==> src/rtl/bld_pkg.sv <==
`default_nettype none

package bld_pkg;

  // Number of slots in the linear array.
  localparam int unsigned DEPTH = 8;

  // Widths that follow from the depth and from the item fields.
  localparam int unsigned IDX_W   = $clog2(DEPTH);
  localparam int unsigned CNT_W   = IDX_W + 1;
  localparam int unsigned DATA_W  = 32;
  localparam int unsigned OCC_W   = 4;
  localparam int unsigned MODE_W  = 2;
  localparam int unsigned STAT_W  = 2;
  localparam int unsigned S_TDATA_W = 40;
  localparam int unsigned M_TDATA_W = 40;

  // Last slot of the array.
  localparam logic [IDX_W-1:0] LAST_IDX = IDX_W'(DEPTH - 1);

  // Request operations.
  typedef enum logic [MODE_W-1:0] {
    MODE_PUSH_LEFT  = 2'd0,
    MODE_PUSH_RIGHT = 2'd1,
    MODE_POP_LEFT   = 2'd2,
    MODE_POP_RIGHT  = 2'd3
  } mode_e;

  // Result status codes.
  typedef enum logic [STAT_W-1:0] {
    STAT_DONE    = 2'd0,
    STAT_NO_ROOM = 2'd1,
    STAT_EMPTY   = 2'd2
  } status_e;

  // Controller states.
  typedef enum logic [1:0] {
    ST_IDLE,
    ST_LOAD,
    ST_SEND
  } state_e;

  // Commands from the controller to the datapath.
  typedef struct packed {
    logic exec;  // Request is taken: update indices, access the slot array.
    logic load;  // Slot read data is ready: fill the result register.
  } cmd_t;

endpackage

`default_nettype wire

==> src/rtl/bld_ram.sv <==
`default_nettype none

module bld_ram #(
  parameter int unsigned WIDTH = 32,
  parameter int unsigned DEPTH = 8
) (
  input  wire logic                     clk_i,
  input  wire logic                     we_i,
  input  wire logic [$clog2(DEPTH)-1:0] waddr_i,
  input  wire logic [WIDTH-1:0]         wdata_i,
  input  wire logic [$clog2(DEPTH)-1:0] raddr_i,
  output logic      [WIDTH-1:0]         rdata_o
);

  logic [WIDTH-1:0] mem_q [DEPTH];
  logic [WIDTH-1:0] rdata_q;

  // Single write port and registered read port.
  always_ff @(posedge clk_i) begin
    if (we_i) begin
      mem_q[waddr_i] <= wdata_i;
    end
    rdata_q <= mem_q[raddr_i];
  end

  assign rdata_o = rdata_q;

endmodule

`default_nettype wire

==> src/rtl/bld_ctrl.sv <==
`default_nettype none

module bld_ctrl (
  input  wire logic          clk_i,
  input  wire logic          rst_ni,
  input  wire logic          in_valid_i,
  input  wire logic          out_ready_i,
  output logic               in_ready_o,
  output logic               out_valid_o,
  output bld_pkg::cmd_t      cmd_o
);

  bld_pkg::state_e state_q, state_d;

  // State register.
  always_ff @(posedge clk_i or negedge rst_ni) begin
    if (!rst_ni) begin
      state_q <= bld_pkg::ST_IDLE;
    end else begin
      state_q <= state_d;
    end
  end

  // Next state: take a request, wait in ST_LOAD for the slot read, then offer the result.
  always_comb begin
    state_d = state_q;
    unique case (state_q)
      bld_pkg::ST_IDLE: begin
        if (in_valid_i) begin
          state_d = bld_pkg::ST_LOAD;
        end
      end
      bld_pkg::ST_LOAD: begin
        state_d = bld_pkg::ST_SEND;
      end
      bld_pkg::ST_SEND: begin
        if (out_ready_i) begin
          state_d = bld_pkg::ST_IDLE;
        end
      end
      default: begin
        state_d = bld_pkg::ST_IDLE;
      end
    endcase
  end

  // Outputs decoded from the state.
  always_comb begin
    in_ready_o  = 1'b0;
    out_valid_o = 1'b0;
    cmd_o       = '0;
    unique case (state_q)
      bld_pkg::ST_IDLE: begin
        in_ready_o = 1'b1;
        cmd_o.exec = in_valid_i;
      end
      bld_pkg::ST_LOAD: begin
        cmd_o.load = 1'b1;
      end
      bld_pkg::ST_SEND: begin
        out_valid_o = 1'b1;
      end
      default: begin
        in_ready_o = 1'b0;
      end
    endcase
  end

endmodule

`default_nettype wire

==> src/rtl/bld_dpath.sv <==
`default_nettype none

module bld_dpath (
  input  wire logic                         clk_i,
  input  wire logic                         rst_ni,
  input  wire bld_pkg::cmd_t                cmd_i,
  input  wire logic [bld_pkg::MODE_W-1:0]   mode_i,
  input  wire logic [bld_pkg::DATA_W-1:0]   value_i,
  output logic      [bld_pkg::DATA_W-1:0]   popped_value_o,
  output logic      [bld_pkg::STAT_W-1:0]   status_o,
  output logic      [bld_pkg::OCC_W-1:0]    occupancy_o
);

  logic [bld_pkg::IDX_W-1:0] front_q, front_d;
  logic [bld_pkg::IDX_W-1:0] rear_q, rear_d;
  logic                      empty_q, empty_d;
  bld_pkg::status_e          stat_q, stat_d;
  logic                      pop_ok_q, pop_ok_d;

  logic                      we;
  logic [bld_pkg::IDX_W-1:0] waddr;
  logic [bld_pkg::IDX_W-1:0] raddr;
  logic [bld_pkg::DATA_W-1:0] rdata;

  logic [bld_pkg::CNT_W-1:0]           held;
  logic [bld_pkg::CNT_W+bld_pkg::OCC_W-1:0] held_ext;

  logic [bld_pkg::DATA_W-1:0] popped_q;
  logic [bld_pkg::STAT_W-1:0] status_q;
  logic [bld_pkg::OCC_W-1:0]  occ_q;

  // Decode the request against the current bounds.
  always_comb begin
    front_d  = front_q;
    rear_d   = rear_q;
    empty_d  = empty_q;
    stat_d   = bld_pkg::STAT_DONE;
    pop_ok_d = 1'b0;
    we       = 1'b0;
    waddr    = '0;
    raddr    = front_q;
    unique case (bld_pkg::mode_e'(mode_i))
      bld_pkg::MODE_PUSH_LEFT: begin
        if (empty_q) begin
          front_d = '0;
          rear_d  = '0;
          empty_d = 1'b0;
          we      = 1'b1;
        end else if (front_q == '0) begin
          stat_d = bld_pkg::STAT_NO_ROOM;
        end else begin
          front_d = front_q - 1'b1;
          waddr   = front_q - 1'b1;
          we      = 1'b1;
        end
      end
      bld_pkg::MODE_PUSH_RIGHT: begin
        if (empty_q) begin
          front_d = '0;
          rear_d  = '0;
          empty_d = 1'b0;
          we      = 1'b1;
        end else if (rear_q == bld_pkg::LAST_IDX) begin
          stat_d = bld_pkg::STAT_NO_ROOM;
        end else begin
          rear_d = rear_q + 1'b1;
          waddr  = rear_q + 1'b1;
          we     = 1'b1;
        end
      end
      bld_pkg::MODE_POP_LEFT: begin
        raddr = front_q;
        if (empty_q) begin
          stat_d = bld_pkg::STAT_EMPTY;
        end else begin
          pop_ok_d = 1'b1;
          if (front_q == rear_q) begin
            front_d = '0;
            rear_d  = '0;
            empty_d = 1'b1;
          end else begin
            front_d = front_q + 1'b1;
          end
        end
      end
      bld_pkg::MODE_POP_RIGHT: begin
        raddr = rear_q;
        if (empty_q) begin
          stat_d = bld_pkg::STAT_EMPTY;
        end else begin
          pop_ok_d = 1'b1;
          if (front_q == rear_q) begin
            front_d = '0;
            rear_d  = '0;
            empty_d = 1'b1;
          end else begin
            rear_d = rear_q - 1'b1;
          end
        end
      end
      default: begin
        stat_d = bld_pkg::STAT_DONE;
      end
    endcase
  end

  // Bounds registers change only when a request is taken.
  always_ff @(posedge clk_i or negedge rst_ni) begin
    if (!rst_ni) begin
      front_q <= '0;
      rear_q  <= '0;
      empty_q <= 1'b1;
    end else if (cmd_i.exec) begin
      front_q <= front_d;
      rear_q  <= rear_d;
      empty_q <= empty_d;
    end
  end

  // Outcome of the request, held until the slot read data arrives.
  always_ff @(posedge clk_i) begin
    if (cmd_i.exec) begin
      stat_q   <= stat_d;
      pop_ok_q <= pop_ok_d;
    end
  end

  // Slot array.
  bld_ram #(
    .WIDTH(bld_pkg::DATA_W),
    .DEPTH(bld_pkg::DEPTH)
  ) u_slots (
    .clk_i  (clk_i),
    .we_i   (we & cmd_i.exec),
    .waddr_i(waddr),
    .wdata_i(value_i),
    .raddr_i(raddr),
    .rdata_o(rdata)
  );

  // Elements held, reported modulo the field width.
  assign held     = {1'b0, rear_q} - {1'b0, front_q} + 1'b1;
  assign held_ext = {{bld_pkg::OCC_W{1'b0}}, held};

  // Result register.
  always_ff @(posedge clk_i) begin
    if (cmd_i.load) begin
      popped_q <= pop_ok_q ? rdata : '0;
      status_q <= stat_q;
      occ_q    <= empty_q ? '0 : held_ext[bld_pkg::OCC_W-1:0];
    end
  end

  assign popped_value_o = popped_q;
  assign status_o       = status_q;
  assign occupancy_o    = occ_q;

endmodule

`default_nettype wire

==> src/rtl/bounded_linear_deque_core.sv <==
// Channel   Direction  Handshake                    Payload
// s_axis    in         s_axis_tvalid/s_axis_tready  tdata: mode, value
// m_axis    out        m_axis_tvalid/m_axis_tready  tdata: popped_value, status, occupancy
//
// The request transfer updates the indices and starts the registered slot RAM read;
// in ST_LOAD the read data is loaded into the result register, which is then offered.
// A new request is taken only after the result transfer.
// Reset clears the indices and sets the empty flag; slot contents are not cleared.
// A stall on m_axis holds the result and keeps s_axis_tready low.
`default_nettype none

module bounded_linear_deque_core (
  input  wire logic                            clk_i,
  input  wire logic                            rst_ni,
  input  wire logic                            s_axis_tvalid,
  output logic                                 s_axis_tready,
  // [1:0] mode, [33:2] value, [39:34] zero
  input  wire logic [bld_pkg::S_TDATA_W-1:0]   s_axis_tdata,
  output logic                                 m_axis_tvalid,
  input  wire logic                            m_axis_tready,
  // [31:0] popped_value, [33:32] status, [37:34] occupancy, [39:38] zero
  output logic      [bld_pkg::M_TDATA_W-1:0]   m_axis_tdata
);

  bld_pkg::cmd_t              cmd;
  logic [bld_pkg::DATA_W-1:0] popped_value;
  logic [bld_pkg::STAT_W-1:0] status;
  logic [bld_pkg::OCC_W-1:0]  occupancy;

  // Sequencing of request, read and result transfer.
  bld_ctrl u_ctrl (
    .clk_i      (clk_i),
    .rst_ni     (rst_ni),
    .in_valid_i (s_axis_tvalid),
    .out_ready_i(m_axis_tready),
    .in_ready_o (s_axis_tready),
    .out_valid_o(m_axis_tvalid),
    .cmd_o      (cmd)
  );

  // Indices, slot array and result register.
  bld_dpath u_dpath (
    .clk_i         (clk_i),
    .rst_ni        (rst_ni),
    .cmd_i         (cmd),
    .mode_i        (s_axis_tdata[1:0]),
    .value_i       (s_axis_tdata[33:2]),
    .popped_value_o(popped_value),
    .status_o      (status),
    .occupancy_o   (occupancy)
  );

  assign m_axis_tdata = {2'b00, occupancy, status, popped_value};

endmodule

`default_nettype wire

==> config.mk <==
export PLATFORM = sky130hd
export DESIGN_NAME = bounded_linear_deque_core
export DESIGN_NICKNAME = d
export VERILOG_FILES = /design/src/rtl/bld_pkg.sv /design/src/rtl/bld_ram.sv /design/src/rtl/bld_ctrl.sv /design/src/rtl/bld_dpath.sv /design/src/rtl/bounded_linear_deque_core.sv
export SDC_FILE = /design/constraint.sdc
export NUM_CORES = 1
export LEC_CHECK = 0
export ABC_AREA = 1
export BUFFER_PORTS_ARGS = -buffer_cell sky130_fd_sc_hd__buf_4
export CORE_ASPECT_RATIO = 1.75
export CORE_MARGIN = 10
export CORE_UTILIZATION = 41
export CTS_CLUSTER_SIZE = 10
export DETAILED_ROUTE_END_ITERATION = 8
export PLACE_DENSITY = 0.58
export SYNTH_ARGS = -nofsm -noshare
export SYNTH_HDL_FRONTEND = slang
export SYNTH_SLANG_ARGS = --single-unit
export TNS_END_PERCENT = 10
==> constraint.sdc <==
create_clock -name clk_i -period 5 [get_ports clk_i]
set_input_delay 0.25 -clock clk_i [delete_from_list [all_inputs] [get_ports clk_i]]
set_output_delay 0.25 -clock clk_i [all_outputs]
set_load 0.01 [all_outputs]
==> impl_summary.md, run 1 <==
Pwr
Net switching is 31.1% of the power. In this run, the combinational gates consume 24.9% of the power. Power spread over the standard cell area amounts to 480 mW/mm^2. The sequential cell fraction of total power is 44.3%. The clock network burns 30.8% of the power.

The completed layout was analyzed and its total power is 8100 uW. The net switching power of the design is 2520 uW. The leakage power summed over all cells is 0.00752 uW. Cell internal power was estimated by the tool at 5580 uW.

VDD sags by at most 0.245 mV.

Routing
The DRC violation count after routing is 0. The final routed wire length divided by cell count is 16.5 um. Summing over every cut layer, the via total after detailed routing is 9398.

The per-cell via count in the routed design is 4.76. The detail route stage leaves a number of antenna-violating nets equal to 0. The routed design has 32500 um of wire. The first detailed-routing pass ran for 5 iterations. After the first detailed-routing iteration, the DRC count stood at 545.

Logic synthesis
Yosys printed 0 warnings. After synthesis, flip-flops and latches occupy 68.1% of the total area. The mapped cell area is 0.0144 sq mm. The post-synthesis sequential element count is 338. The average instance in the mapped netlist occupies 10.4 sq um.

The synthesized netlist contains 27 unique library cells. The cell count after synthesis is 1383.

Clock tree
The clock-pin slew of the registers on the worst-case setup and hold paths is 0.05 ns. TritonCTS built the clock tree. The number of cells upsized or downsized after cts is 0. The buffer cell driving the clock tree root is clkbuf_16. The H-tree was split into 2 levels. Counting the buffers created by CTS gives 39. Counting every sink on the clock net gives 338. The clock passes through at most 3 buffers. The clock reaches the later pin of the worst-skew pair after 0.53 ns.

Die
86 I/O pins were placed. The row count is 90. The die is 268 um tall. The floorplan step set the die width to 162 um. The core footprint is 0.0346 sq mm. The die covers 0.0432 sq mm. The initial core utilization is 41.6%.

STA
The hold violation count in the final report is 0. The final critical-path required period is 3.40 ns. The ratio of final minimum period to clock period is 68.1%. Timing would allow up to 0.294 GHz.

The pin slew with the least headroom to its limit is 1.18 ns. For the final routed database, the setup TNS stands at 0 ns. The number of max-slew violations in the final report is 0. The worst slew slack as a fraction of its limit is 21.6%. Setup repair after global routing left no endpoint under its margin. Between clock sinks in the finished design, the worst skew comes to 0.00944 ns. The final setup slack of the worst path is 1.60 ns. The setup violation total in the final timing report is 0.

Finish
From synthesis to final layout, the design area changed by 17.4%. The number of standard cells in the final layout excluding fillers is 1973. Summing all non-filler instances in the final layout gives an area of 0.0169 sq mm. The post-route netlist has 9.99% of its cells at a drive strength greater than 1. The count of nets after finishing is 1541. The library cell used most frequently in the layout, excluding fill and tap cells, is nand2_1. The library cells used most frequently in the layout, excluding fill and tap cells, are nand2_1, edfxtp_1, inv_1.

Worst setup path
For this run, the slowest stage of the critical path takes 1.08 ns. The family with the most delay on the worst path is simple AND/OR/NAND/NOR gates. Of all nets on the critical path, the largest fanout is 96. The endpoint kind of the worst setup timing path is a flip-flop. On the critical path, the stage with the largest delay is an instance of nand2_4.

The endpoint required time on the critical path is 5.41 ns. The worst register-to-register path begins at u_dpath.rear_q[0]$_DFFE_PN0P_. The worst setup path is launched from a flip-flop. The critical path class is flip-flop to flip-flop. The critical path goes through inv_1, nand3_4, nand2_4, buf_4, nand2_1, nand3_1, nand2_1, nand2_1, nand2_1.

The worst-case register-to-register setup slack is 1.60 ns. The critical path starts at u_dpath.rear_q[0]$_DFFE_PN0P_. The most common cell type on the critical path is nand2_1.

Measured in cells, the most critical reg-to-reg path has a length of 9. Counting both buffers and inverters, the worst setup path holds a total of 2. Data on the critical path arrives at its endpoint at 3.82 ns.

The endpoint identified for the worst register-to-register timing path is u_dpath.u_slots.rdata_o[21]$_DFF_P_.

Worst hold path
The worst hold path belongs to the class primary input to flip-flop. The worst hold path begins at s_axis_tvalid. The worst hold path passes through 3 cells.

The worst hold endpoint is u_ctrl.state_q[0]$_DFFE_PN0P_.

Placed design
Detailed placement ended at an HPWL of 17500 um. In this run the tool buffered the top-level ports with 77 buffer cells. The total cell area at the placement stage is 0.0154 sq mm. The pre-CTS setup slack is 1.63 ns. The total instance count after detailed placement is 1871. At the end of routability-driven placement, the weighted congestion stood at 0.865.

Global routing
For this run, the total global-route usage over all layers was measured as 15.0%. The largest net degree at the start of global routing is 100. The first global-routing pass estimated 51200 um of wire. The global route total overflow is 0. The number of antenna violations at the first check in global routing is 2. The number of global-route vias before repair is 9686.

Job
The reported max-cap violation count is 0.

Status
The run finished with clean final reports.
-- cell usage after synthesis --
cell | number | area, sq um
o21ai_0 | 7 | 35.0
inv_1 | 288 | 1080
dfrtp_1 | 8 | 200
xor2_1 | 1 | 8.76
o21ai_4 | 1 | 16.3
ha_1 | 10 | 125
nand2_2 | 1 | 6.26
buf_4 | 3 | 22.5
nand3b_1 | 32 | 240
conb_1 | 1 | 3.75
nand2_4 | 1 | 11.3
nor2_1 | 27 | 101
nand4_1 | 2 | 12.5
dfxtp_1 | 32 | 641
buf_2 | 42 | 210
fa_1 | 1 | 20.0
o21a_1 | 1 | 7.51
edfxtp_1 | 297 | 8920
o21ai_2 | 2 | 17.5
clkbuf_1 | 14 | 52.6
o21bai_1 | 2 | 15.0
dfstp_2 | 1 | 26.3
buf_1 | 7 | 26.3
xnor2_1 | 2 | 17.5
nand3_1 | 235 | 1180
a21oi_1 | 3 | 15.0
nand2_1 | 362 | 1360
-- worst register-to-register path, stage by stage, from the launching register on --
cell and delay, ns:
dfrtp_1 0.42, inv_1 0.20, nand3_4 0.56, nand2_4 1.10
buf_4 0.61, nand2_1 0.10, nand3_1 0.09, nand2_1 0.07
nand2_1 0.06, nand2_1 0.08
-- worst max path at each step --
stage,endpoint,slack (ns),cells past startpoint
6_report,u_dpath.u_slots.rdata_o[21]$_DFF_P_,1.60,9
5_1_grt,u_dpath.u_slots.rdata_o[21]$_DFF_P_,1.38,9
3_5_place_dp,u_dpath.u_slots.rdata_o[21]$_DFF_P_,1.63,9
4_1_cts,u_dpath.u_slots.rdata_o[21]$_DFF_P_,1.62,9
3_3_place_gp,u_dpath.u_slots.rdata_o[21]$_DFF_P_,1.67,9
2_1_floorplan,u_dpath.u_slots.mem_q[2][0]$_DFFE_PP_,1.93,7
-- kinds of logic (layout without fill, tap and decap cells) --
group | count (synthesis) | after routing | synth area share (%)
DFF | 338 | 338 | 68.1
other | 1 | 4 | 0.0261
xor gates and xnor gates | 3 | 3 | 0.183
and+or+nand+nor | 660 | 660 | 20.2
AOI/OAI and AO/OA | 16 | 16 | 0.740
buffers and inverters | 354 | 481 | 9.69
adders and majority gates | 11 | 11 | 1.01
-- registers in the layout, summed over array words and instances (netlist names) --
| name | flops |
|---|---|
| u_dpath.u_slots.rdata_o | 32 |
| u_dpath.popped_value_o | 32 |
| u_dpath.pop_ok_q | 1 |
| u_dpath.occupancy_o | 4 |
| u_dpath.front_q | 3 |
| u_dpath.rear_q | 3 |
| u_dpath.empty_q | 1 |
| u_dpath.u_slots.mem_q | 256 |
| u_dpath.status_o | 2 |
| u_ctrl.state_q | 2 |
| u_dpath.stat_q | 2 |
-- through the flow --
step	util [%]	hold slack (ns)
floorplan	-	-0.0456
global placement	44.6	0.0828
detailed placement	44.6	0.0835
CTS	48.8	0.0182
global route	48.8	0.0570
finish	48.8	0.0367
-- routing by layer --
layer | GRT usage [%] | vias to the layer above | wire, um
li1 | - | 4642 | -
met1 | 16.7 | 4464 | 13200
met2 | 27.3 | 212 | 16900
met3 | 2.52 | 80 | 1280
met4 | 6.96 | 0 | 1150
met5 | 0 | - | 0
-- repair_timing --
item	in CTS	in global routing
endpoints found under the hold margin	266	0
hold buffers	34	0
setup buffers	0	0
-- layout make-up --
type,instances,area (sq um)
Clock buffer,65,1070
Inverter,288,1080
Antenna cell,2,5.00
Fill cell,3078,17700
Tap cell,460,576
Timing Repair Buffer,127,1040
Sequential cell,338,9790
Multi-Input combinational cell,692,3290
Clock inverter,1,8.76
-- power by group through the flow --
stage / sequential (uW) / clock (uW) / combinational, uW
after global placement: 3640 / 0 / 1980
after CTS: 3590 / 2560 / 2050
after detailed placement: 3650 / 0 / 2020
final: 3590 / 2500 / 2010
after floorplan: 3660 / 0 / 1310
after global routing: 3620 / 2670 / 2280
Power figures use the tool's default switching activity.
==> run 2, diff against run 1 <==
PLACE_DENSITY = 0.61   (was 0.58)
clock period = 3.1 ns   (was 5 ns; I/O delays follow)
==> impl_summary.md, run 2 (synthesized netlist as in run 1, its figures left out) <==
Finish
In the final design database the tool counted 1549 nets. The register ranked first by flip-flop count is u_dpath.u_slots.mem_q. The area taken by flip-flops and latches is 0.00979 sq mm. The core utilization of the finished layout is 49.6%.

The register with the most flip-flops in the layout has 256 of them. Counting the fill cells in the layout gives 3015. The area growth from synthesis to layout is 19.3%.

The top cell types in the final layout, fill and taps aside, are nand2_1, edfxtp_1, inv_1. The leading cell type in the layout, fill and taps excluded is nand2_1. The multi-input combinational cells in the finished layout cover a total of 0.00330 sq mm.

The ratio of cells with drive above 1 in the final layout is 10.4%.

Die
In this run the horizontal extent of the chip is 162 um. The die is 268 um tall. The row count is 90. The initial utilization of the core area, before any placement, comes to 41.6%. The area enclosed by the die boundary is 0.0432 sq mm. Pin placement for this block handled 86 I/O pins.

In this run the standard cell core region covers 0.0346 sq mm.

Routing
In the final routed layout, each cell accounts on average for 16.2 um. The via total after detailed routing is 9540. For this run, design rule violations remaining after detail routing come to 0. Dividing the detail-routed via count by the number of cells gives 4.81. The final wirelength is 32200 um. The remaining number of nets flagged by the antenna check after routing is 0.

The pre-antenna-repair detailed-routing pass consisted of 5 iterations. The detailed router finished its first iteration with 642 violations.

STA
Setup repair after global routing left no endpoint under its margin. Setup violations remaining at the end of the flow were counted as 0. The number of max-slew violations in the final report is 0.

For the pin with the worst max-slew slack, the measured transition is 0.886 ns. The worst path in the final design needs a cycle of 2.45 ns, including I/O delays and setup. The ratio of final minimum period to clock period is 79.2%. In the final timing run, aggregate negative setup slack is 0 ns. Clock skew on the completed layout was measured at 0.0144 ns. The hold violation count in the final report is 0. Static timing analysis puts the maximum clock frequency at 0.407 GHz. The worst slew slack as a fraction of its limit is 40.7%.

Pwr
In this run the static leakage power is 0.00763 uW. The power density over the cells is 775 mW/mm^2. The worst-case IR drop observed on VDD is 0.360 mV.

Clock tree
The longest clock path from root to sink contains 3 buffers. Once the clock tree was built, the setup fixing pass inserted 0 buffers. CTS placed an instance of clkbuf_16 at the clock tree root. The clock-pin slew of the registers on the worst-case setup and hold paths is 0.06 ns. The number of cells upsized or downsized after cts is 0. The clock reaches the later pin of the worst-skew pair after 0.53 ns. The number of buffers added by the clock tree synthesis step is 39. The CTS sink count is 338. The H-tree depth is 2.

The CTS tree is built.

Worst hold path
The type of the tightest min-delay check is primary input to flip-flop.

Worst setup path
The signal arrival time at the worst endpoint is 2.65 ns. The critical path is of the flip-flop to flip-flop type. The endpoint required time on the critical path is 3.29 ns.

The kind of start point of the critical path is a flip-flop. STA classifies the critical path endpoint as a flip-flop. In this run the worst path has a maximum fanout of 20.

Global routing
The global route total overflow is 0. The number of antenna violations at the first check in global routing is 1. The number of global-route vias before repair is 9570. The first global-routing pass estimated 51300 um of wire. For this run, the total global-route usage over all layers was measured as 14.9%. The largest net degree at the start of global routing is 129.

Placed design
The HPWL after detailed placement is 17900 um. The congestion estimate from routability-driven global placement came to 0.846. The number of port buffers is 77.

Job
Max-cap violations in this run came to 0.

Status
The flow ran to the end, and the final reports show no timing, DRC or antenna violations.
-- run 2: what timing repair did --
action | CTS | global route
setup endpoints to repair | 0 | 0
hold buffers | 36 | 0
hold endpoints to repair | 267 | 0
-- run 2: cell type report --
type	count	area share [%]
timing repair buffer	135	7.32
antenna	1	0.0146
clock buffer	69	6.48
multi-input combinational	692	19.3
tap	460	3.36
inverter	288	6.31
sequential	338	57.1
clock inverter	2	0.146
-- run 2: power breakdown --
group	total (uW)	switching, uW	internal [uW]	leakage (uW)
Sequential	5790	194	5600	0.00308
Clock	4120	1700	2420	0.000539
Combinational	3360	2220	1140	0.00401
Total	13300	4120	9150	0.00763
-- run 2: worst paths after layout --
path / cells after the start / from / endpoint / slack, ns
hold reg to reg: 0 / u_dpath.stat_q[1]$_DFFE_PP_ / u_dpath.status_o[1]$_DFFE_PN_ / 0.42
min in group asynchronous: 2 / rst_ni / u_dpath.empty_q$_DFFE_PN1P_ / 0.12
setup reg to reg: 11 / u_dpath.front_q[0]$_DFFE_PN0P_ / u_dpath.u_slots.mem_q[2][23]$_DFFE_PP_ / 0.65
hold / removal: 3 / s_axis_tdata[1] / u_dpath.stat_q[1]$_DFFE_PP_ / 0.04
setup / recovery: 11 / u_dpath.front_q[0]$_DFFE_PN0P_ / u_dpath.u_slots.mem_q[2][23]$_DFFE_PP_ / 0.65
max in group asynchronous: 3 / rst_ni / u_dpath.rear_q[2]$_DFFE_PN0P_ / 2.20
-- run 2: per-layer routing --
layer  part of all wire, %  GRT usage, %
met1                    39          16.4
met3                   4.5          2.40
met5                     0             0
met4                   2.7          5.80
met2                    54          28.0
-- run 2: worst max-delay path, stage by stage (launching register included) --
cell and delay (ns):
dfrtp_1 0.39, inv_1 0.23, ha_1 0.19, inv_1 0.03, nor2_1 0.24, inv_1 0.10, nand3_1 0.09, nand2_1 0.07
inv_1 0.05, nand2_1 0.22, nor2_4 0.16, buf_4 0.34
-- run 2: through the flow --
stage                     total power [uW]  area, sq um  hold WS (ns)  setup slack [ns]  std cells
final                                13300        17100        0.0447             0.645       1985
after global routing                 14100        17100        0.0604             0.417       1985
after CTS                            13400        17100        0.0238             0.661       1984
after detailed placement              9260        15600       -0.0112             0.662       1877
after global placement                9210        15600       -0.0119             0.661       1877
after floorplan                       8020        14400        -0.141            0.0267       1384
